<file path="src/rtl/fxalu_pkg.sv">
// Shared types, constants and operation codes of the Q24.8 fixed-point ALU.
package fxalu_pkg;
    localparam int FRAC_BITS  = 8;
    localparam int DATA_WIDTH = 32;
    localparam int MAG_W      = DATA_WIDTH;
    localparam int NUM_W      = MAG_W + FRAC_BITS + 1;
    localparam int QUO_W      = NUM_W;
    localparam int STAGES     = QUO_W;

    typedef enum logic [2:0] {
        OP_ADD = 3'd0, OP_SUB = 3'd1, OP_MUL = 3'd2, OP_DIV = 3'd3,
        OP_FROM_INT = 3'd4, OP_TO_INT = 3'd5, OP_INC = 3'd6, OP_DEC = 3'd7
    } t_op;

    typedef enum logic [1:0] {
        ST_OK = 2'd0, ST_DIV_ZERO = 2'd1, ST_SAT = 2'd2, ST_RSVD = 2'd3
    } t_status;

    typedef struct packed {
        logic                          valid;
        t_op                           op;
        logic                          neg;
        logic                          lt;
        logic                          eq;
        logic                          gt;
        logic                          dz;
        logic signed [DATA_WIDTH-1:0]  simple;
        logic [2*MAG_W-1:0]            prod;
    } t_side;

    typedef struct packed {
        logic [NUM_W:0]   rem;
        logic [NUM_W-1:0] num;
        logic [MAG_W:0]   div2;
        logic [QUO_W-1:0] quo;
    } t_dstate;
endpackage

</file>
<file path="src/rtl/fxalu_cell.sv">
// One restoring-division cell: retires one quotient bit and passes the rest on.
module fxalu_cell import fxalu_pkg::*; (
    input  logic    i_clk,
    input  logic    i_rst_n,
    input  logic    i_en,
    input  t_side   i_side,
    input  t_dstate i_d,
    output t_side   o_side,
    output t_dstate o_d
);
    t_side   r_side;
    t_dstate r_d;
    t_dstate n_d;
    logic [NUM_W:0] w_trial;
    logic [NUM_W:0] w_dext;

    always_comb begin
        w_trial = {i_d.rem[NUM_W-1:0], i_d.num[NUM_W-1]};
        w_dext  = {{(NUM_W-MAG_W){1'b0}}, i_d.div2};
        n_d      = i_d;
        n_d.num  = {i_d.num[NUM_W-2:0], 1'b0};
        if (w_trial >= w_dext) begin
            n_d.rem = w_trial - w_dext;
            n_d.quo = {i_d.quo[QUO_W-2:0], 1'b1};
        end else begin
            n_d.rem = w_trial;
            n_d.quo = {i_d.quo[QUO_W-2:0], 1'b0};
        end
    end

    always_ff @(posedge i_clk) begin
        if (!i_rst_n) begin
            r_side.valid <= 1'b0;
        end else if (i_en) begin
            r_side.valid <= i_side.valid;
        end
        if (i_en) begin
            r_side.op     <= i_side.op;
            r_side.neg    <= i_side.neg;
            r_side.lt     <= i_side.lt;
            r_side.eq     <= i_side.eq;
            r_side.gt     <= i_side.gt;
            r_side.dz     <= i_side.dz;
            r_side.simple <= i_side.simple;
            r_side.prod   <= i_side.prod;
            r_d           <= n_d;
        end
    end

    assign o_side = r_side;
    assign o_d    = r_d;
endmodule

</file>
<file path="config.mk">
export PLATFORM = sky130hd
export DESIGN_NAME = fxalu_cell
export DESIGN_NICKNAME = d
export VERILOG_FILES = /design/src/rtl/fxalu_pkg.sv /design/src/rtl/fxalu_cell.sv
export SDC_FILE = /design/constraint.sdc
export NUM_CORES = 1
export LEC_CHECK = 0
export ABC_AREA = 1
export BUFFER_PORTS_ARGS = -buffer_cell sky130_fd_sc_hd__buf_2
export CORE_AREA = 2 2 206 208
export CTS_CLUSTER_SIZE = 40
export DETAILED_ROUTE_END_ITERATION = 12
export DIE_AREA = 0 0 208 210
export GPL_TIMING_DRIVEN = 0
export PLACE_DENSITY_LB_ADDON = 0.05
export SLEW_MARGIN = 0
export SYNTH_ARGS = -nofsm -noshare
export SYNTH_HDL_FRONTEND = slang
export SYNTH_SLANG_ARGS = --single-unit
</file>
<file path="constraint.sdc">
create_clock -name i_clk -period 2.46 [get_ports i_clk]
set_clock_uncertainty 0.1 [all_clocks]
set_input_delay 0.615 -clock i_clk [delete_from_list [all_inputs] [get_ports i_clk]]
set_output_delay 0.615 -clock i_clk [all_outputs]
set_load 0.1 [all_outputs]
</file>
==> impl.org, run 1 <==
** Drt
- ANT nets after route :: 0
- The first routing iteration left about 550 violations.
- WL/cell :: roughly 19 um
- Across all layers, the routed design uses approximately 9.3k vias.
- After detailed routing, the number of remaining DRC violations is 0.
- For this block, the routed nets add up to around 43000 um of wire.
- The first TritonRoute pass finished after 6 iterations.
- Using the TritonRoute via totals, the vias-per-cell ratio works out to around 4.2.

** Yosys
- Leading area contributor after synthesis :: sky130_fd_sc_hd__edfxtp_1
- Commonest register cell after synthesis :: sky130_fd_sc_hd__edfxtp_1
- Dominant cells by area after synthesis :: sky130_fd_sc_hd__edfxtp_1 (67%), sky130_fd_sc_hd__nand2_1 (12%), sky130_fd_sc_hd__inv_1 (6.0%)
- Share of the yosys chip area belonging to registers :: 0.673
- Fraction of post-synthesis cell area in the top cell type by area :: 0.671
- Cell variety after synth :: 29
- Mean post-synth cell area :: between 10 and 15 um2
- Synth Warn # :: 0
- Yosys mapped a number of flops with a built-in enable equal to 260.
- Of all flip-flops after synthesis, the portion carrying an async set or reset was 0.
- Number of synthesized register bits :: approximately 260
- The mapped netlist covers about 12000 um2.
- Mapped Cells :: 1087
- Syn Nets :: between 1k and 1.5k

** Global route
- Pin count of the biggest net entering global routing :: 98
- After global routing the overflow that remains totals 0.
- The initial antenna violation count came to 8.
- For met2 alone, demand over resource in global routing was 0.342.
- In the global route stage, met1 resource usage came out at 0.222.
- The first global-routing pass estimated approximately 61000 um of wire.
- Most utilized layer in the global route result :: met2
- The number of global-route vias before repair came to around 9.4k.
- Global Route met3 Usage :: 0.0469
- In the global route stage, overall resource usage came out at 0.188.

** Timing
- Setup_tns :: 0 ps
- The final hold violation count is 0.
- Peak clock frequency supported by timing :: 427 MHz
- Setup violations remaining at the end of the flow were counted as 0.
- Setup repair after global routing missed its margin :: true
- Worst rel slew slack :: 0.543
- The max-slew violation count is 0.
- Share of the clock period used by the worst path :: 0.952
- Transition time at the pin with the least slew margin :: between 600 and 700 ps
- Subtracting the final worst setup slack from the clock period gives 2340 ps.

** Floorplan
- The core region is just over 40000 um2.
- In this run the vertical extent of the chip is between 200 and 250 um.
- Die outline area :: ~44000 um2
- The floorplan has between 70 and 80 rows.
- Initial core utilization :: 0.280
- DIE WIDTH :: ~210 um
- For this design the top-level I/O count stands at about 530.

** Critical path
- Required time worst endpoint :: approximately 2700 ps
- Worst setup path class :: in2reg
- The largest individual stage delay along the critical path comes from the cell sky130_fd_sc_hd__ha_1.
- Data arrives at the worst endpoint at 2540 ps.
- Crit-path cells :: buf_2, inv_1, ha_1, nand2_2, inv_1, nand2_1, nand2_1, a21oi_2, nand3_2, nand2_2, nand2_2, buf_6, buf_6, nand2_1, nand2_1
- Cell repeated most along the worst path :: sky130_fd_sc_hd__nand2_1
- Delay of the slowest cell on the worst path :: ~360 ps
- CP startpoint kind :: primary input
- Biggest fanout along the worst timing path :: 10
- The worst setup path is captured at a flip-flop.

** Clock tree
- CTS buffer count :: 30
- Hold buffer count at CTS :: 0
- Worst-case clock buffer depth :: 3
- TritonCTS built the clock tree.
- The tree is rooted in a sky130_fd_sc_hd__clkbuf_16.
- After clock tree synthesis, the clock-pin slew on the worst setup and hold paths is 60 ps.
- For this design, the sink count on the clock tree is 261.
- Htree depth :: 1
- The later pin in the worst-skew pair is clocked with a latency of around 550 ps.

** Layout
- Final standard cell utilization of the core :: 0.389
- Seq. cell area :: between 7000 and 8000 um2
- In the final design database the tool counted ~1.9k nets.
- In the final layout, the multi-input gates occupy 3200 um2.
- Compared with the post-synthesis result, the final layout area differs by 38.8%.
- In the final layout, the share of cells above drive strength 1 is 0.382.
- Total of fill cells in the finished design :: between 4k and 5k

** Power
- Of the total power, the clock network draws 0.299.
- In this run the static leakage power is about 7.7 nW.
- Total chip power :: around 14 mW
- P_sw :: about 5.7 mW
- Maximum resistive drop on vdd :: 0.458 mV
- Of the total power, combinational logic draws 0.318.
- Dividing total power by cell area gives a power density of roughly 880 nW/um2.
- Of the total power, the share spent switching nets is 0.399.
- Cell internal power was estimated by the tool at about 8.5 mW.
- Part of the power in registers :: 0.383

** Job
- Max-cap violations in this run came to 0.

** Worst hold path
- The tightest min-delay check is of the in2reg type.

** Placement
- Number of buffer cells added on primary ports :: approximately 520
- At the end of routability-driven placement, the weighted congestion stood at between 0.8 and 0.9.
- The HPWL after detailed placement is about 35000 um.

** Status
- Outcome :: finished clean
-- path summary, 6_finish.rpt --
kind / to / slack [ps] / start / cells past startpoint
setup reg to reg: o_side[104]$_SDFFE_PN0P_ / 1720 / o_side[104]$_SDFFE_PN0P_ / 2
hold reg to reg: o_side[104]$_SDFFE_PN0P_ / 440 / o_side[104]$_SDFFE_PN0P_ / 2
setup / recovery: o_d[141]$_DFFE_PP_ / 120 / i_d[65] / 15
hold / removal: o_side[86]$_DFFE_PP_ / 130 / i_side[86] / 1
-- kinds of logic (layout without fill, tap and decap cells) --
family	count (synthesis)	after routing	synth area share
AOI/OAI and AO/OA	39	39	0.0172
xor gates and xnor gates	19	19	0.0143
adders and majority gates	34	34	0.0372
buffers and inverters	196	778	0.0682
DFF	261	261	0.673
other	1	6	0.000322
and+or+nand+nor	537	537	0.190
-- power groups by stage --
stage,sequential (mW),clock (mW),combinational [mW]
2_1_floorplan,8.40,0,0.631
3_3_place_gp,5.56,0,4.49
3_5_place_dp,5.54,0,4.51
4_1_cts,5.45,4.40,4.52
5_1_grt,5.48,4.59,4.72
6_report,5.44,4.25,4.52
-- cells in the mapped netlist (2+ instances only) --
cell type	number
sky130_fd_sc_hd__edfxtp_1	260
sky130_fd_sc_hd__nand2_2	8
sky130_fd_sc_hd__a21oi_1	29
sky130_fd_sc_hd__nor3_1	5
sky130_fd_sc_hd__nor2_4	2
sky130_fd_sc_hd__buf_6	7
sky130_fd_sc_hd__inv_2	2
sky130_fd_sc_hd__nand2_1	383
sky130_fd_sc_hd__inv_1	185
sky130_fd_sc_hd__xnor2_1	2
sky130_fd_sc_hd__nand4_1	9
sky130_fd_sc_hd__xor2_1	17
sky130_fd_sc_hd__nand3b_1	7
sky130_fd_sc_hd__and2_1	6
sky130_fd_sc_hd__nor2_1	65
sky130_fd_sc_hd__nand3_1	42
sky130_fd_sc_hd__nor2_2	6
sky130_fd_sc_hd__ha_1	33
sky130_fd_sc_hd__or2_2	2
sky130_fd_sc_hd__o21ai_0	8
-- what timing repair did --
item | 4_1_cts | 5_1_grt
setup endpoints to repair | 8 | 39
setup buffers | 0 | 1
gates cloned | 0 | 0
pin swaps | 0 | 2
resized for setup | 5 | 39
-- routing by layer --
metal	routed length, um	share of wire
met2	22000	0.52
met3	2790	0.065
met5	13	0.00030
met4	777	0.018
met1	17100	0.40
-- flip-flops by register name, summed over array words and instances (netlist names) --
signal,count
o_d,156
o_side,105
-- stage by stage --
stage	area, um2	cells	hold slack, ps	setup WS (ps)
floorplan	11600	1087	608	0.257
global placement	14900	2149	430	-3340
detailed placement	15000	2151	430	-700
CTS	16000	2207	92.7	39.5
global route	16100	2211	99.3	-10.1
finish	16100	2213	128	119
-- critical path, delay by kind of cell --
family | cells | cell delay, ps
AND/OR/NAND/NOR | 8 | 880
buffers and inverters | 5 | 490
AO/OA/AOI/OAI | 1 | 180
adder cells (fa/ha/maj) | 1 | 360
-- final cells by class --
cell class	count	share of cell area
clock buffers	42	0.0543
diodes	5	0.000775
well taps	539	0.0418
inverters	187	0.0435
plain buffers	9	0.00566
clock inverters	14	0.00457
repair buffers	526	0.167
flip-flops and latches	261	0.485
multi-input cells	630	0.198
-- cell usage in the layout, fill, tap and decap left out, drive strengths merged --
| master | count |
|---|---|
| nand3 | 43 |
| nor2 | 73 |
| nand3b | 7 |
| dfxtp | 1 |
| ha | 33 |
| clkinv | 13 |
| fa | 1 |
| nand4 | 9 |
| xor2 | 17 |
| buf | 535 |
| o21bai | 1 |
| nand2 | 391 |
| a21oi | 29 |
| clkbuf | 42 |
| o21ai | 8 |
| edfxtp | 260 |
| or2 | 2 |
| nor3 | 6 |
| a21boi | 1 |
| and2 | 6 |
| diode | 5 |
| conb | 1 |
| inv | 188 |
| xnor2 | 2 |
No activity file was read; power rests on OpenSTA's default activity.
==> run 2, diff against run 1 <==
- RECOVER_POWER: not set -> 100
==> impl.org, run 2 (synthesis results as in run 1) <==
** Status
- Outcome :: finished clean

** Layout
- The number of cells in the finished layout apart from fillers was 2213 (unchanged).
- Flip-flop count of the largest register after layout :: 156 (unchanged)
- Fraction of final layout cells with drive strength greater than 1 :: 0.375 (-0.00659)
- Leading cell type in the layout, fill and taps excluded :: sky130_fd_sc_hd__nand2_1
- From synthesis to final layout, the design area changed by 38.6%.
- Leaving out fill and tap cells, the most frequent cells in the layout are sky130_fd_sc_hd__nand2_1 (375), sky130_fd_sc_hd__clkbuf_2 (261), sky130_fd_sc_hd__edfxtp_1 (260), sky130_fd_sc_hd__buf_2 (251), sky130_fd_sc_hd__inv_1 (185).
- Count of nets after finishing :: 1944 (unchanged)

** Placement
- The sum of net half-perimeters after detailed placement was 35000 um (unchanged).
- The port buffer count was 523 (unchanged).
- The routability congestion estimate came to 0.867 (unchanged).
- Pre-CTS setup slack :: -700 ps (unchanged)
- Number of placed cells counting well taps :: 2151 (unchanged)

** Clock tree
- Clock tree from TritonCTS :: done
- Clock-pin transition on the worst setup and hold timing paths :: 60 ps (about the same)
- The maximum clock path buffer count is 3 (unchanged).
- The number of clock buffers inserted by TritonCTS is 30 (unchanged).
- The number of buffers added to fix hold violations after cts is 0 (unchanged).
- Master cell of the clock root buffer :: sky130_fd_sc_hd__clkbuf_16
- The maximum level of the CTS H-tree is 1 (unchanged).
- Source-to-sink clock delay at the later pin of the worst-skew pair :: 550 ps (about the same)
- The number of sinks on the clock net came to 261 (unchanged).

** Power
- Share of total power in the clock network :: 0.299 (about the same)
- The static leakage was 7.76 nW (+0.25%).
- Maximum resistive drop on vdd :: 0.457 mV (-0.11%)
- Combinational cell fraction of total power :: 0.316 (-0.002)
- The switching part of the total came to 0.400 (+0.000858).
- The sequential cell fraction of total power was 0.384 (about the same).
- The total power divided by cell area came to 881 nW/um2 (+0.13%).
- The design internal power came to 8.52 mW (-0.20%).
- P_sw :: 5.69 mW (+0.16%)

** Global route
- Via count of the first global-routing pass :: 9378 (unchanged)
- The largest net degree at the start of global routing is 98 (unchanged).
- Global routing usage summed across all routing layers :: 0.188 (unchanged)
- Wire length of the first global-routing pass :: 60900 um (unchanged)
- The final global-route overflow total is 0 (unchanged).
- Number of antenna violations at the first check in global routing :: 8 (unchanged)

** Timing
- The worst path setup slack after routing came to 129 ps (+10.7 ps).
- Peak clock frequency supported by timing :: 429 MHz (+0.46%)
- Transition time at the pin with the least slew margin :: 933 ps (+247 ps)
- The final hold violation count came to 0 (unchanged).
- The number of failing setup endpoints in the final timing report came to 0 (unchanged).
- Setup repair after global routing missed its margin :: true
- The max-slew violation count is 0 (unchanged).
- The final period utilization was 0.947 (-0.00434).
- Min Clock Period, post-route :: 2330 ps (-10.7 ps)
- The headroom to the max-slew limit was 0.378 (-0.164).

** Drt
- WL/cell :: 19.2 um (-0.30%)
- ANT nets after route :: 0 (unchanged)
- Via count :: 9275 (-0.40%)
- DR pass1 iterations :: 4 (-2)
- The via-per-instance ratio was 4.19 (-0.40%).
- Initial DRC count :: 608 (+11%)
- The post-route DRC violation count came to 0 (unchanged).
- The final routed wirelength across all metal layers was 42500 um (-0.30%).

** Critical path
- Biggest fanout along the worst timing path :: 10 (unchanged)
- CP Capture Type :: flip-flop
- Worst setup path class :: in2reg
- STA classifies the critical path startpoint as a primary input.
- Required time worst endpoint :: 2660 ps (about the same)
- The arrival time of the worst setup path is 2530 ps (about the same).

** Floorplan
- Die outline area :: 43700 um2 (unchanged)
- The count of standard-cell rows was 75 (unchanged).
- Io pins :: 527 (unchanged)
- Core box area :: 41500 um2 (unchanged)
- DIE WIDTH :: 208 um (unchanged)
- The starting density of the core is 0.280 (unchanged).
- Die boundary height :: 210 um (unchanged)

** Job
- Max-capacitance violation count :: 0 (unchanged)

** Worst hold path
- The path class of the tightest hold or removal check is in2reg.
==> run 2: final cells by class <==
| class | instances | area [um2] |
|---|---|---|
| Fill cell | 4367 | 25400 |
| Sequential cell | 261 | 7830 |
| Multi-Input combinational cell | 630 | 3200 |
| Timing Repair Buffer | 526 | 2660 |
| Clock buffer | 42 | 877 |
| Inverter | 187 | 702 |
| Tap cell | 539 | 674 |
| Buffer | 9 | 91.3 |
| Clock inverter | 14 | 73.8 |
| Antenna cell | 5 | 12.5 |
==> run 2: through the flow <==
step / TNS (ps) / power (mW) / utilization / instance area (um2) / hold WS, ps
4_1_cts: 0 / 14.4 / 0.385 / 16000 / 92.7
2_1_floorplan: 0 / 9.03 / - / 11600 / 608
5_1_grt: -10.1 / 14.8 / 0.388 / 16100 / 99.3
3_5_place_dp: -32270 / 10.0 / 0.361 / 15000 / 430
3_3_place_gp: -861710 / 10.1 / 0.360 / 14900 / 430
6_report: 0 / 14.2 / 0.389 / 16100 / 128
==> run 2: critical path, cell delays in order <==
cell and delay [ps]:
sky130_fd_sc_hd__clkbuf_1 90, sky130_fd_sc_hd__inv_1 50, sky130_fd_sc_hd__ha_1 360, sky130_fd_sc_hd__nand2_2 170, sky130_fd_sc_hd__inv_1 50, sky130_fd_sc_hd__nand2_1 60
sky130_fd_sc_hd__nand2_1 130, sky130_fd_sc_hd__a21oi_2 180, sky130_fd_sc_hd__nand3_2 140, sky130_fd_sc_hd__nand2_2 110, sky130_fd_sc_hd__nand2_2 70, sky130_fd_sc_hd__buf_6 160
sky130_fd_sc_hd__buf_6 150, sky130_fd_sc_hd__nand2_1 100, sky130_fd_sc_hd__nand2_1 70
==> run 2: timing repair <==
item / in CTS / in global routing
pin swaps: 0 / 2
resized for setup: 5 / 39
buffers inserted: 0 / 1
endpoints found under the setup margin: 8 / 39
==> run 2: worst paths after layout <==
| path | startpoint | end | slack [ps] | cells after the start |
|---|---|---|---|---|
| worst max-delay path | i_d[65] | o_d[141]$_DFFE_PP_ | 130 | 15 |
| worst min-delay path | i_side[86] | o_side[86]$_DFFE_PP_ | 130 | 1 |
| worst max register to register | o_side[104]$_SDFFE_PN0P_ | o_side[104]$_SDFFE_PN0P_ | 1700 | 2 |
| worst min register to register | o_side[104]$_SDFFE_PN0P_ | o_side[104]$_SDFFE_PN0P_ | 440 | 2 |
==> run 2: layer usage <==
layer  share of wire  vias to the layer above  GRT usage
li1                -                     4647          -
met1            0.40                     4298      0.222
met2            0.52                      282      0.342
met3           0.064                       46     0.0469
met4           0.017                        2     0.0470
met5         0.00031                        -          0
==> run 2: power by group through the flow <==
| stage | Sequential (mW) | Combinational (mW) | Clock [mW] |
|---|---|---|---|
| after global placement | 5.56 | 4.49 | 0 |
| after global routing | 5.50 | 4.70 | 4.59 |
| after detailed placement | 5.54 | 4.51 | 0 |
| after floorplan | 8.40 | 0.631 | 0 |
| after CTS | 5.45 | 4.52 | 4.40 |
| final | 5.46 | 4.49 | 4.25 |
